<file path="config.mk">
export PLATFORM = sky130hd
export DESIGN_NAME = debounced_step_encoder_counter
export DESIGN_NICKNAME = d
export VERILOG_FILES = /design/src/hdl/dsec_pkg.sv /design/src/hdl/dsec_debounce.sv /design/src/hdl/debounced_step_encoder_counter.sv
export SDC_FILE = /design/constraint.sdc
export NUM_CORES = 1
export LEC_CHECK = 0
export ABC_AREA = 1
export ABC_CLOCK_PERIOD_IN_PS = 6600
export BUFFER_PORTS_ARGS = -buffer_cell sky130_fd_sc_hd__buf_2
export CAP_MARGIN = 20
export CORE_MARGIN = 2
export CORE_UTILIZATION = 30
export CTS_CLUSTER_DIAMETER = 60
export CTS_CLUSTER_SIZE = 8
export DETAILED_ROUTE_END_ITERATION = 8
export PLACE_DENSITY = 0.53
export REMOVE_ABC_BUFFERS = 1
export SLEW_MARGIN = 15
export SYNTH_ARGS = -nofsm -noshare
export SYNTH_HDL_FRONTEND = slang
export SYNTH_SLANG_ARGS = --single-unit
export TNS_END_PERCENT = 30
</file>
<file path="constraint.sdc">
create_clock -name clk -period 6.6 [get_ports clk]
set_clock_uncertainty 0.1 [all_clocks]
set_input_delay 0 -clock clk [delete_from_list [all_inputs] [get_ports clk]]
set_output_delay 0 -clock clk [all_outputs]
set_load 0.05 [all_outputs]
</file>
<file path="src/hdl/dsec_pkg.sv">
// ----------------------------------------------------------------------------
// dsec_pkg: shared types and constants for the debounced step encoder counter
// Field widths, reset values and the encoder / step codes used by all files.
// ----------------------------------------------------------------------------
`default_nettype none

package dsec_pkg;

	// Field widths
	localparam int LEVELS_W = 8;
	localparam int SAMPLE_W = 4;
	localparam int COUNT_W  = 10;
	localparam int STEP_W   = 3;

	// Parameter defaults
	localparam int NUM_BUTTONS_DEF  = 8;
	localparam int DEBOUNCE_LEN_DEF = 12;

	typedef logic [LEVELS_W-1:0] levels_t;
	typedef logic [SAMPLE_W-1:0] sample_t;
	typedef logic [COUNT_W-1:0]  count_t;
	typedef logic [STEP_W-1:0]   step_t;

	// Reset values
	localparam count_t MAX_COUNT_RST = count_t'(1023);
	localparam step_t  STEP_RST      = step_t'(1);

	// Step size codes
	localparam step_t STEP_KEEP_MASK = step_t'(6);  // clears bit 0
	localparam step_t STEP_BTN0_FLIP = step_t'(2);
	localparam step_t STEP_BTN1_FLIP = step_t'(4);
	localparam step_t STEP_ZERO      = step_t'(0);
	localparam step_t STEP_MIN       = step_t'(1);
	localparam step_t STEP_FOLD      = step_t'(6);  // folds back to zero

	// Quadrature phase codes
	localparam logic [1:0] ENC_FWD  = 2'b10;
	localparam logic [1:0] ENC_REV  = 2'b01;
	localparam logic [1:0] ENC_REST = 2'b00;

endpackage

`default_nettype wire

</file>
<file path="src/hdl/dsec_debounce.sv">
// ----------------------------------------------------------------------------
// dsec_debounce: shift-history button debouncer
// Keeps one history per button and flags a press when the shifted history
// shows a single release level followed by DEBOUNCE_LEN pressed levels.
// ----------------------------------------------------------------------------
`default_nettype none

module dsec_debounce #(
	parameter int NUM_BUTTONS  = dsec_pkg::NUM_BUTTONS_DEF,
	parameter int DEBOUNCE_LEN = dsec_pkg::DEBOUNCE_LEN_DEF
) (
	input  wire logic              clk,
	input  wire logic              arst_n,
	input  wire logic              shift_en,
	input  wire dsec_pkg::levels_t levels,
	output logic [NUM_BUTTONS-1:0] press
);
	import dsec_pkg::*;

	localparam int HIST_W = DEBOUNCE_LEN + 1;
	localparam logic [HIST_W-1:0] PRESS_PATTERN = {1'b1, {DEBOUNCE_LEN{1'b0}}};

	logic [HIST_W-1:0] hist_q [NUM_BUTTONS];

	for (genvar i = 0; i < NUM_BUTTONS; i++) begin : g_btn
		logic              lvl;
		logic [HIST_W-1:0] hist_next;

		// buttons with no bit in the field read as released
		if (i < LEVELS_W) begin : g_lvl
			assign lvl = levels[i];
		end else begin : g_idle
			assign lvl = 1'b1;
		end

		assign hist_next = {hist_q[i][DEBOUNCE_LEN-1:0], lvl};
		assign press[i]  = (hist_next == PRESS_PATTERN);

		// history shift on each scan
		always_ff @(posedge clk or negedge arst_n) begin
			if (!arst_n) begin
				hist_q[i] <= '1;
			end else if (shift_en) begin
				hist_q[i] <= hist_next;
			end
		end
	end

endmodule

`default_nettype wire

</file>
<file path="src/hdl/debounced_step_encoder_counter.sv">
// ----------------------------------------------------------------------------
// debounced_step_encoder_counter: two-encoder position counter with buttons
// Debounced buttons set the step size; two quadrature encoders move the
// count by that step, wrapping between zero and max_count.
// ----------------------------------------------------------------------------
//  channel  signals                                        direction
//  in       in_valid/in_stall, scan_tick, button_levels,   into block
//           encoder_sample
//  out      out_valid/out_stall, count, step               out of block
//  cfg      cfg_wr_en, cfg_wr_data (max_count)             into block
//
//  One request per clock sustained while out_stall stays low; a request
//  passes the input register, then the result register, on its way to out.
//  The state update and result register share one stage, so the next
//  request sees this one's step size and position directly.
//  in_stall rises only while a request waits in the input register and the
//  result register is held by out_stall.
//  Reset: count 0, step 1, max_count 1023, buttons released.
// ----------------------------------------------------------------------------
`default_nettype none

module debounced_step_encoder_counter #(
	parameter int NUM_BUTTONS  = dsec_pkg::NUM_BUTTONS_DEF,
	parameter int DEBOUNCE_LEN = dsec_pkg::DEBOUNCE_LEN_DEF
) (
	input  wire logic              clk,
	input  wire logic              arst_n,
	// configuration
	input  wire logic              cfg_wr_en,
	input  wire dsec_pkg::count_t  cfg_wr_data,
	// input channel
	input  wire logic              in_valid,
	output logic                   in_stall,
	input  wire logic              scan_tick,
	input  wire dsec_pkg::levels_t button_levels,
	input  wire dsec_pkg::sample_t encoder_sample,
	// output channel
	output logic                   out_valid,
	input  wire logic              out_stall,
	output dsec_pkg::count_t       count,
	output dsec_pkg::step_t        step
);
	import dsec_pkg::*;

	localparam int SUM_W = COUNT_W + 2;

	// input register
	logic    valid_s1;
	logic    tick_s1;
	levels_t levels_s1;
	sample_t sample_s1;

	// state and result register
	logic    out_valid_q;
	count_t  position_q;
	step_t   step_size_q;
	sample_t last_sample_q;
	count_t  max_count_q;

	logic                    advance;
	logic [NUM_BUTTONS-1:0]  press_raw;
	logic [NUM_BUTTONS-1:0]  press;
	logic                    press_other;
	step_t                   step_next;
	logic signed [SUM_W-1:0] delta_l;
	logic signed [SUM_W-1:0] delta_r;
	logic signed [SUM_W-1:0] pos_sum;
	count_t                  position_next;

	// handshake
	assign advance  = valid_s1 && (!out_valid_q || !out_stall);
	assign in_stall = valid_s1 && !advance;

	// input register load
	always_ff @(posedge clk or negedge arst_n) begin
		if (!arst_n) begin
			valid_s1 <= 1'b0;
		end else if (!in_stall) begin
			valid_s1 <= in_valid;
		end
	end

	always_ff @(posedge clk) begin
		if (!in_stall && in_valid) begin
			tick_s1   <= scan_tick;
			levels_s1 <= button_levels;
			sample_s1 <= encoder_sample;
		end
	end

	// button debounce
	dsec_debounce #(
		.NUM_BUTTONS  (NUM_BUTTONS),
		.DEBOUNCE_LEN (DEBOUNCE_LEN)
	) u_debounce (
		.clk      (clk),
		.arst_n   (arst_n),
		.shift_en (advance && tick_s1),
		.levels   (levels_s1),
		.press    (press_raw)
	);

	assign press       = tick_s1 ? press_raw : '0;
	assign press_other = |(press >> 2);

	// step size: button 0, then button 1, then the rest
	always_comb begin
		step_next = step_size_q;
		if (press[0]) begin
			step_next = (step_next & STEP_KEEP_MASK) ^ STEP_BTN0_FLIP;
			if (step_next == STEP_ZERO) begin
				step_next = STEP_MIN;
			end
		end
		if (press[1]) begin
			step_next = (step_next & STEP_KEEP_MASK) ^ STEP_BTN1_FLIP;
			if (step_next == STEP_ZERO) begin
				step_next = STEP_MIN;
			end
		end
		if (press_other) begin
			step_next = step_next & STEP_KEEP_MASK;
		end
		if (step_next == STEP_FOLD) begin
			step_next = STEP_ZERO;
		end
	end

	// encoder detents
	always_comb begin
		delta_l = '0;
		delta_r = '0;
		if (sample_s1[1:0] == ENC_REST) begin
			if (last_sample_q[1:0] == ENC_FWD) begin
				delta_l = $signed(SUM_W'(step_next));
			end else if (last_sample_q[1:0] == ENC_REV) begin
				delta_l = -$signed(SUM_W'(step_next));
			end
		end
		if (sample_s1[3:2] == ENC_REST) begin
			if (last_sample_q[3:2] == ENC_FWD) begin
				delta_r = $signed(SUM_W'(step_next));
			end else if (last_sample_q[3:2] == ENC_REV) begin
				delta_r = -$signed(SUM_W'(step_next));
			end
		end
	end

	// position with wrap
	assign pos_sum = $signed(SUM_W'(position_q)) + delta_l + delta_r;

	always_comb begin
		priority if (pos_sum > $signed(SUM_W'(max_count_q))) begin
			position_next = '0;
		end else if (pos_sum < 0) begin
			position_next = max_count_q;
		end else begin
			position_next = pos_sum[COUNT_W-1:0];
		end
	end

	// state and result update
	always_ff @(posedge clk or negedge arst_n) begin
		if (!arst_n) begin
			out_valid_q   <= 1'b0;
			position_q    <= '0;
			step_size_q   <= STEP_RST;
			last_sample_q <= '0;
		end else begin
			if (!out_valid_q || !out_stall) begin
				out_valid_q <= valid_s1;
			end
			if (advance) begin
				position_q    <= position_next;
				step_size_q   <= step_next;
				last_sample_q <= sample_s1;
			end
		end
	end

	// configuration register
	always_ff @(posedge clk or negedge arst_n) begin
		if (!arst_n) begin
			max_count_q <= MAX_COUNT_RST;
		end else if (cfg_wr_en) begin
			max_count_q <= cfg_wr_data;
		end
	end

	assign out_valid = out_valid_q;
	assign count     = position_q;
	assign step      = step_size_q;

endmodule

`default_nettype wire

</file>
==> Word level (Yosys, flattened, before mapping) <==
Index checks and enable logic that the tools add are counted.
{ "word_totals": {"regBits": 138, "input_bits": 28, "out_inout_bits": 15, "wordCells": 66} }
{ "classes": {"addsub": 3, "order_cmp": 2, "eq_ne": 13, "n_mux": 15, "n_bitwise": 2, "n_reduce_logical": 14} }
{ "ops": {"columns": ["cell", "n"], "rows": [
  ["$eq A13 B13 Y1 const B", 8],
  ["$mux W12", 6],
  ["$mux W10", 2],
  ["$mux W3", 5],
  ["$add A11 B12 Y12", 1],
  ["$add A12 B12 Y12", 1],
  ["$gt A12 B11 Y1", 1],
  ["$lt A12 B1 Y1 const B", 1],
  ["$neg A3 Y12", 1],
  ["$mux W8", 1],
  ["$logic_not A3 Y1", 2],
  ["$reduce_or A6 Y1", 1],
  ["$eq A2 B1 Y1 const B", 2],
  ["$eq A2 B2 Y1 const B", 2],
  ["$logic_and A1 B1 Y1", 4],
  ["$logic_not A1 Y1", 4],
  ["$logic_not A2 Y1", 2],
  ["$eq A3 B3 Y1 const B", 1],
  ["$not A1 Y1", 2],
  ["$logic_or A1 B1 Y1", 1],
  ["$mux W1", 1]
]} }

==> Depth between registers and ports, before layout <==
{ "depth": {"depth_word": 20, "ltp_mapped": 40, "mapped_depth_nobuf": 40} }

==> Cells and area by module <==
Synthesis repeated with hierarchy kept, for this count alone.
{ "unflattened": {"hier_cells": 824, "hier_area_um2": 7444.6} }
{ "modules_own_cells": {"columns": ["module", "n_inst", "cells_each", "area_each_um2", "seq_area_each_um2"], "rows": [
  ["dsec_debounce", 1, 448, 4219.0, 2522.4],
  ["debounced_step_encoder_counter", 1, 376, 3225.6, 1129.8]
]} }

==> Worst setup path before layout <==
Ideal clock, no wire load.
{ "synth_path": {"path_type": "register to register", "from": "register step_size_q[2] (netlist: step[2])", "to": "register position_q[0] (netlist: count[0])", "setup_time_ns": 0.118, "t_arrival_ns": 4.788, "required_ns": 6.382, "slack_ns": 1.594, "stages_incl_launch_ff": 35, "n_path_buf": 0, "synth_period_minus_slack_ns": 5.006, "path_cell_list": "dfrtp_1 -> inv_1 -> nand2_1 -> nand3_1 -> nand3_1 -> nand2_2 -> nand2_4 -> nand2_4 -> o21ai_0 -> ha_1 -> inv_1 -> o22ai_1 -> inv_1 -> fa_1 -> inv_1 -> ha_1 -> fa_1 -> nand3_1 -> nand3_1 -> a21oi_1 -> o21ai_0 -> xor2_1 -> inv_1 -> ha_1 -> nand4_1 -> o21ai_0 -> nand3_1 -> nand2_1 -> nand2_1 -> nand2_1 -> nand3_1 -> nand2_1 -> clkinv_2 -> nand2_1 -> nand2_1"} }
{ "synth_via": {"elab_chain_len": 19} }
{ "synth_rtl": {"columns": ["element", "line", "text"], "rows": [
  ["start, declared", "debounced_step_encoder_counter.sv:56", "step_t step_size_q;"],
  ["start signal, assigned", "debounced_step_encoder_counter.sv:175", "step_size_q <= step_next;"],
  ["$logic_not A3 Y1", "debounced_step_encoder_counter.sv:111", "if (step_next == STEP_ZERO) begin"],
  ["$mux W3", "debounced_step_encoder_counter.sv:111", null],
  ["$mux W3 *", "debounced_step_encoder_counter.sv:109", "if (press[0]) begin"],
  ["$not A1 Y1 (no line)", null, null],
  ["$logic_not A3 Y1", "debounced_step_encoder_counter.sv:117", "if (step_next == STEP_ZERO) begin"],
  ["$mux W3", "debounced_step_encoder_counter.sv:117", null],
  ["$mux W3 *", "debounced_step_encoder_counter.sv:115", "if (press[1]) begin"],
  ["$mux W1", "debounced_step_encoder_counter.sv:121", "if (press_other) begin"],
  ["[3 not listed]", null, null],
  ["$mux W12", "debounced_step_encoder_counter.sv:136", "end else if (last_sample_q[1:0] == ENC_REV) begin"],
  ["$mux W12", "debounced_step_encoder_counter.sv:134", "if (last_sample_q[1:0] == ENC_FWD) begin"],
  ["$mux W12", "debounced_step_encoder_counter.sv:133", "if (sample_s1[1:0] == ENC_REST) begin"],
  ["$add A11 B12 Y12", "debounced_step_encoder_counter.sv:150", "assign pos_sum = $signed(SUM_W'(position_q)) + delta_l + delta_r;"],
  ["$add A12 B12 Y12 *", "debounced_step_encoder_counter.sv:150", null],
  ["$lt A12 B1 Y1", "debounced_step_encoder_counter.sv:155", "end else if (pos_sum < 0) begin"],
  ["$mux W10", "debounced_step_encoder_counter.sv:155", null],
  ["$mux W10 *", "debounced_step_encoder_counter.sv:153", "priority if (pos_sum > $signed(SUM_W'(max_count_q))) begin"],
  ["end signal, assigned", "debounced_step_encoder_counter.sv:174", "position_q <= position_next;"],
  ["end, declared", "debounced_step_encoder_counter.sv:55", "count_t position_q;"]
]} }
Every way passes the cells marked *; elsewhere a longest branch is shown, timed or not.
A chain may end at the register's enable or synchronous reset.

==> Worst setup path after layout <==
{ "layout_path": {"from": "register u_debounce.hist_q (netlist bit u_debounce.g_btn[3].hist_next[12])", "to": "register position_q[8] (netlist: count[8])"} }
{ "layout_via": {"elab_chain_len": 15} }
{ "layout_rtl": {"columns": ["element", "line", "text"], "rows": [
  ["start, declared", "dsec_debounce.sv:23", "logic [HIST_W-1:0] hist_q [NUM_BUTTONS];"],
  ["start signal, assigned by index", "dsec_debounce.sv:44", "hist_q[i] <= hist_next;"],
  ["$eq A13 B13 Y1 *", "dsec_debounce.sv:37", "assign press[i] = (hist_next == PRESS_PATTERN);"],
  ["$mux W8 *", "debounced_step_encoder_counter.sv:103", "assign press = tick_s1 ? press_raw : '0;"],
  ["$reduce_or A6 Y1 *", "debounced_step_encoder_counter.sv:104", "assign press_other = |(press >> 2);"],
  ["$mux W1 *", "debounced_step_encoder_counter.sv:121", null],
  ["$eq A3 B3 Y1", "debounced_step_encoder_counter.sv:124", "if (step_next == STEP_FOLD) begin"],
  ["$mux W3 *", "debounced_step_encoder_counter.sv:124", null],
  ["$neg A3 Y12", "debounced_step_encoder_counter.sv:137, debounced_step_encoder_counter.sv:144", null],
  ["$mux W12", "debounced_step_encoder_counter.sv:136", null],
  ["$mux W12", "debounced_step_encoder_counter.sv:134", null],
  ["$mux W12", "debounced_step_encoder_counter.sv:133", null],
  ["$add A11 B12 Y12", "debounced_step_encoder_counter.sv:150", null],
  ["$add A12 B12 Y12 *", "debounced_step_encoder_counter.sv:150", null],
  ["$lt A12 B1 Y1", "debounced_step_encoder_counter.sv:155", null],
  ["$mux W10", "debounced_step_encoder_counter.sv:155", null],
  ["$mux W10 *", "debounced_step_encoder_counter.sv:153", null]
]} }
Marks and branches as above.

==> flow_results.org <==
** Status
- The flow ran to the end, and the final reports show no timing, DRC or antenna violations.

** GRT
- Vias in the first global route :: 4,604
- The number of antenna violations at the first check in global routing was 0.
- Total routing usage reported by global routing :: 0.118
- Pin count of the biggest net entering global routing :: 86
- Residual overflow from global routing :: 0
- The first global-routing pass estimated 22,900 um of wire.

** Routing
- Detailed routing placed a total of 304 um of wire on met3.
- Met2 wire len :: 5890 um
- The first routing iteration left 266 violations.
- Number of detailed-route iterations in the first pass :: 4
- Total via count in the routed design :: 4,852
- Met1 wire length :: 7420 um
- In the routed design, unresolved DRC markers number 0.
- Post-detailed-route wirelength per cell :: 12.0 um
- For this block, the routed nets add up to 13,800 um of wire.
- Routed signal wires occupy layers up through met4.
- Antenna-violating nets left :: 0
- Dividing the detail-routed via count by the number of cells gives 4.22.

** Floorplan
- In this run the count of I/O pins placed on the die edge is 43.
- Measured along the y axis, the die boundary spans 157 um.
- After floorplanning, the core was sized to cover 0.0233 sq mm.
- The die covers 0.0247 sq mm.
- The floorplan has 56 rows.
- The initial utilization of the core area, before any placement, comes to 0.303.
- The die is 157 um wide.

** Layout
- Area growth syn-to-layout :: 25.0%
- Diodes inserted :: 0
- Net count reported at finish :: 879
- After the flow finishes, the layout carries non-filler instances totaling 1,149.
- Of the cells placed in the final design, the portion with a size suffix greater than 1 is 0.331.
- At the end of the flow the core is filled with cells to 0.379.

** STA
- Adding up every negative setup slack in the final design gives 0 ns.
- Fraction of the cycle the final worst path needs :: 0.844
- Highest Clock Rate :: 0.179 GHz
- Worst max-slew margin expressed relative to the limit :: 0.421
- Slew of the pin with the lowest slew margin :: 0.868 ns
- Across all hold checks on the routed design, the worst slack comes to 0.0301 ns.
- The final-report hold violation count was 0.
- Crit path time final :: 5.57 ns
- Number of failing setup endpoints in the final timing report :: 0
- Setup repair after global routing left no endpoint under its margin.
- Slew Limit Fails :: 0

** Logic synthesis
- Top-count cell post-synth :: sky130_fd_sc_hd__nand2_1
- Sequential share of the synthesized area :: 0.518
- Counting flops and latches in the post-synthesis netlist gives 138.
- Counting flops with a built-in enable in the synthesized netlist gives 13.
- Top cells by area in the synthesized netlist :: sky130_fd_sc_hd__dfstp_2, sky130_fd_sc_hd__mux2_2, sky130_fd_sc_hd__nand2_1
- Synthesized area divided by synthesized cell count :: 9.71 sq um
- Async SR Flop Fraction :: 0.906
- Syn Inst Count :: 726
- After synthesis, the most frequently instantiated cells are sky130_fd_sc_hd__nand2_1, sky130_fd_sc_hd__dfstp_2, sky130_fd_sc_hd__inv_1.
- The share of synthesized area in the top cell type comes to 0.399.
- Post-synth design cell area :: 0.00705 sq mm
- During synthesis, Yosys emitted a total of 0 warnings.
- For this run, the leading register cell type out of synthesis is sky130_fd_sc_hd__dfstp_2.
- Area leader, netlist :: sky130_fd_sc_hd__dfstp_2
- Post-synthesis cell type count :: 33

** Setup path
- In this run the critical register-to-register path is captured at count[8].
- The setup path with the least slack is of type reg -> reg.
- Nature of the critical path endpoint :: flip-flop
- Reg2reg start :: u_debounce.g_btn[3].hist_next[12]
- Of all nets on the critical path, the largest fanout is 10.
- Critical path buffers and inverters :: 5
- For the worst flop-to-flop path, the logic depth is 36.
- Delay of the slowest critical-path stage :: 0.53 ns
- Slowest cell on crit path :: sky130_fd_sc_hd__dfstp_2
- The cell that appears most often on the critical path is sky130_fd_sc_hd__nand2_1.
- Worst Path Arrival :: 5.78 ns
- In this run the register-to-register setup slack is 1.03 ns.
- CP Data Required Time :: 6.81 ns
- Gate family responsible for the most delay along the worst path :: simple AND/OR/NAND/NOR gates
- Category of the worst setup path launch point :: flip-flop

** Power and ir drop
- The worst-case IR drop observed on VDD is 160 uV.
- Power per standard cell area :: 428 mW/mm^2
- Leakage dissipation :: 0.00413 uW

** CTS
- CTS tree :: yes
- The H-tree generated during clock tree synthesis spans 4 levels.
- Inserted Clock Buffers :: 17
- Cell at the root of the clock tree :: sky130_fd_sc_hd__clkbuf_16
- The clock passes through at most 2 buffers.
- The later pin in the worst-skew pair is clocked with a latency of 0.42 ns.
- After clock tree synthesis, the clock-pin slew on the worst setup and hold paths is 0.06 ns.
- Counting every sink on the clock net gives 138.

** Flow run
- Max-cap violations in this run came to 0.

** Placement
- Including well taps, the total number of placed cells is 1,069.
- The congestion estimate from routability-driven global placement came to 0.849.
- The HPWL after detailed placement is 9320 um.
- During placement, the flow inserted port buffers numbering 42.

** Hold path
- The min-delay analysis places its worst path in the category in -> async.
[worst max path at each step]
stage,cells after the start,start,endpoint,slack [ns]
floorplan,34,step[2],count[0],1.58
global placement,37,u_debounce.g_btn[3].hist_next[10],count[5],1.11
detailed placement,37,u_debounce.g_btn[3].hist_next[10],count[8],1.02
CTS,36,u_debounce.g_btn[3].hist_next[12],count[8],0.97
global route,38,u_debounce.g_btn[4].hist_next[12],count[8],0.52
finish,36,u_debounce.g_btn[3].hist_next[12],count[8],1.03
[placed cells by master, fill, tap and decap left out, types with 8 or more instances in the layout]
cell                            count
sky130_fd_sc_hd__o21ai_0           53
sky130_fd_sc_hd__dfstp_2          107
sky130_fd_sc_hd__buf_2             41
sky130_fd_sc_hd__nand3_2           16
sky130_fd_sc_hd__a21oi_1           27
sky130_fd_sc_hd__nor2_1            75
sky130_fd_sc_hd__nand3_1           25
sky130_fd_sc_hd__bufinv_16          8
sky130_fd_sc_hd__inv_1             83
sky130_fd_sc_hd__xor2_1            10
sky130_fd_sc_hd__clkbuf_16         17
sky130_fd_sc_hd__dfrtp_1           18
sky130_fd_sc_hd__edfxtp_1          13
sky130_fd_sc_hd__mux2_2            52
sky130_fd_sc_hd__dlygate4sd3_1     47
sky130_fd_sc_hd__ha_1              27
sky130_fd_sc_hd__nand2_1          151
[cell type report]
class                      count  area (sq um)
clock buffer                  20           457
clock inverter                12           267
fill                        2363         14400
inverter                      88           332
multi-input combinational    480          2990
sequential                   138          3650
tap                          319           399
timing repair buffer          92           726
[logic make-up after synthesis]
family | synth area share
AND/OR/NAND/NOR | 0.186
XOR/XNOR | 0.0149
multiplexers | 0.0830
adder cells (fa/ha/maj) | 0.0678
flip-flops | 0.518
AO/OA/AOI/OAI | 0.0708
buffers and inverters | 0.0598
[report_power, final]
part | leakage [uW] | internal [uW] | switching, uW
clock | 0.000350 | 805 | 353
combinational | 0.00230 | 440 | 623
sequential | 0.00148 | 1350 | 208
[worst reg2reg max path: cells and delay by family (launching register included)]
| family | cells | cell delay, ns |
|---|---|---|
| fa+ha+maj | 5 | 1.65 |
| xor+xnor | 1 | 0.17 |
| flops | 1 | 0.53 |
| simple gates | 20 | 1.70 |
| buf+inv | 5 | 0.40 |
| compound gates | 5 | 0.94 |
[registers in the layout, summed over array words and instances, names as in the netlist]
name	flops
levels_s1	8
tick_s1	1
last_sample_q	4
sample_s1	4
valid_s1	1
out_valid	1
u_debounce.g_btn.hist_next	96
step	3
max_count_q	10
count	10
[repair_timing]
action | in CTS | in global routing
setup endpoints to repair | 0 | 0
buffers inserted | 0 | 0
resized for setup | 0 | 0
hold buffers | 47 | 0
endpoints found under the hold margin | 65 | 0
[layer usage]
metal	global-route usage	up-vias
li1	-	2533
met1	0.173	2255
met2	0.168	54
met3	0.0262	10
met4	0.0459	0
met5	0	-
[stage by stage]
stage	instance area, sq um	worst slack (ns)	total power (uW)
2_1_floorplan	6960	1.58	2350
6_report	8820	1.03	3780
5_1_grt	8820	0.522	4050
3_3_place_gp	7600	1.11	2600
4_1_cts	8790	0.972	3820
3_5_place_dp	7600	1.02	2610
No activity file was read; power rests on OpenSTA's default activity.
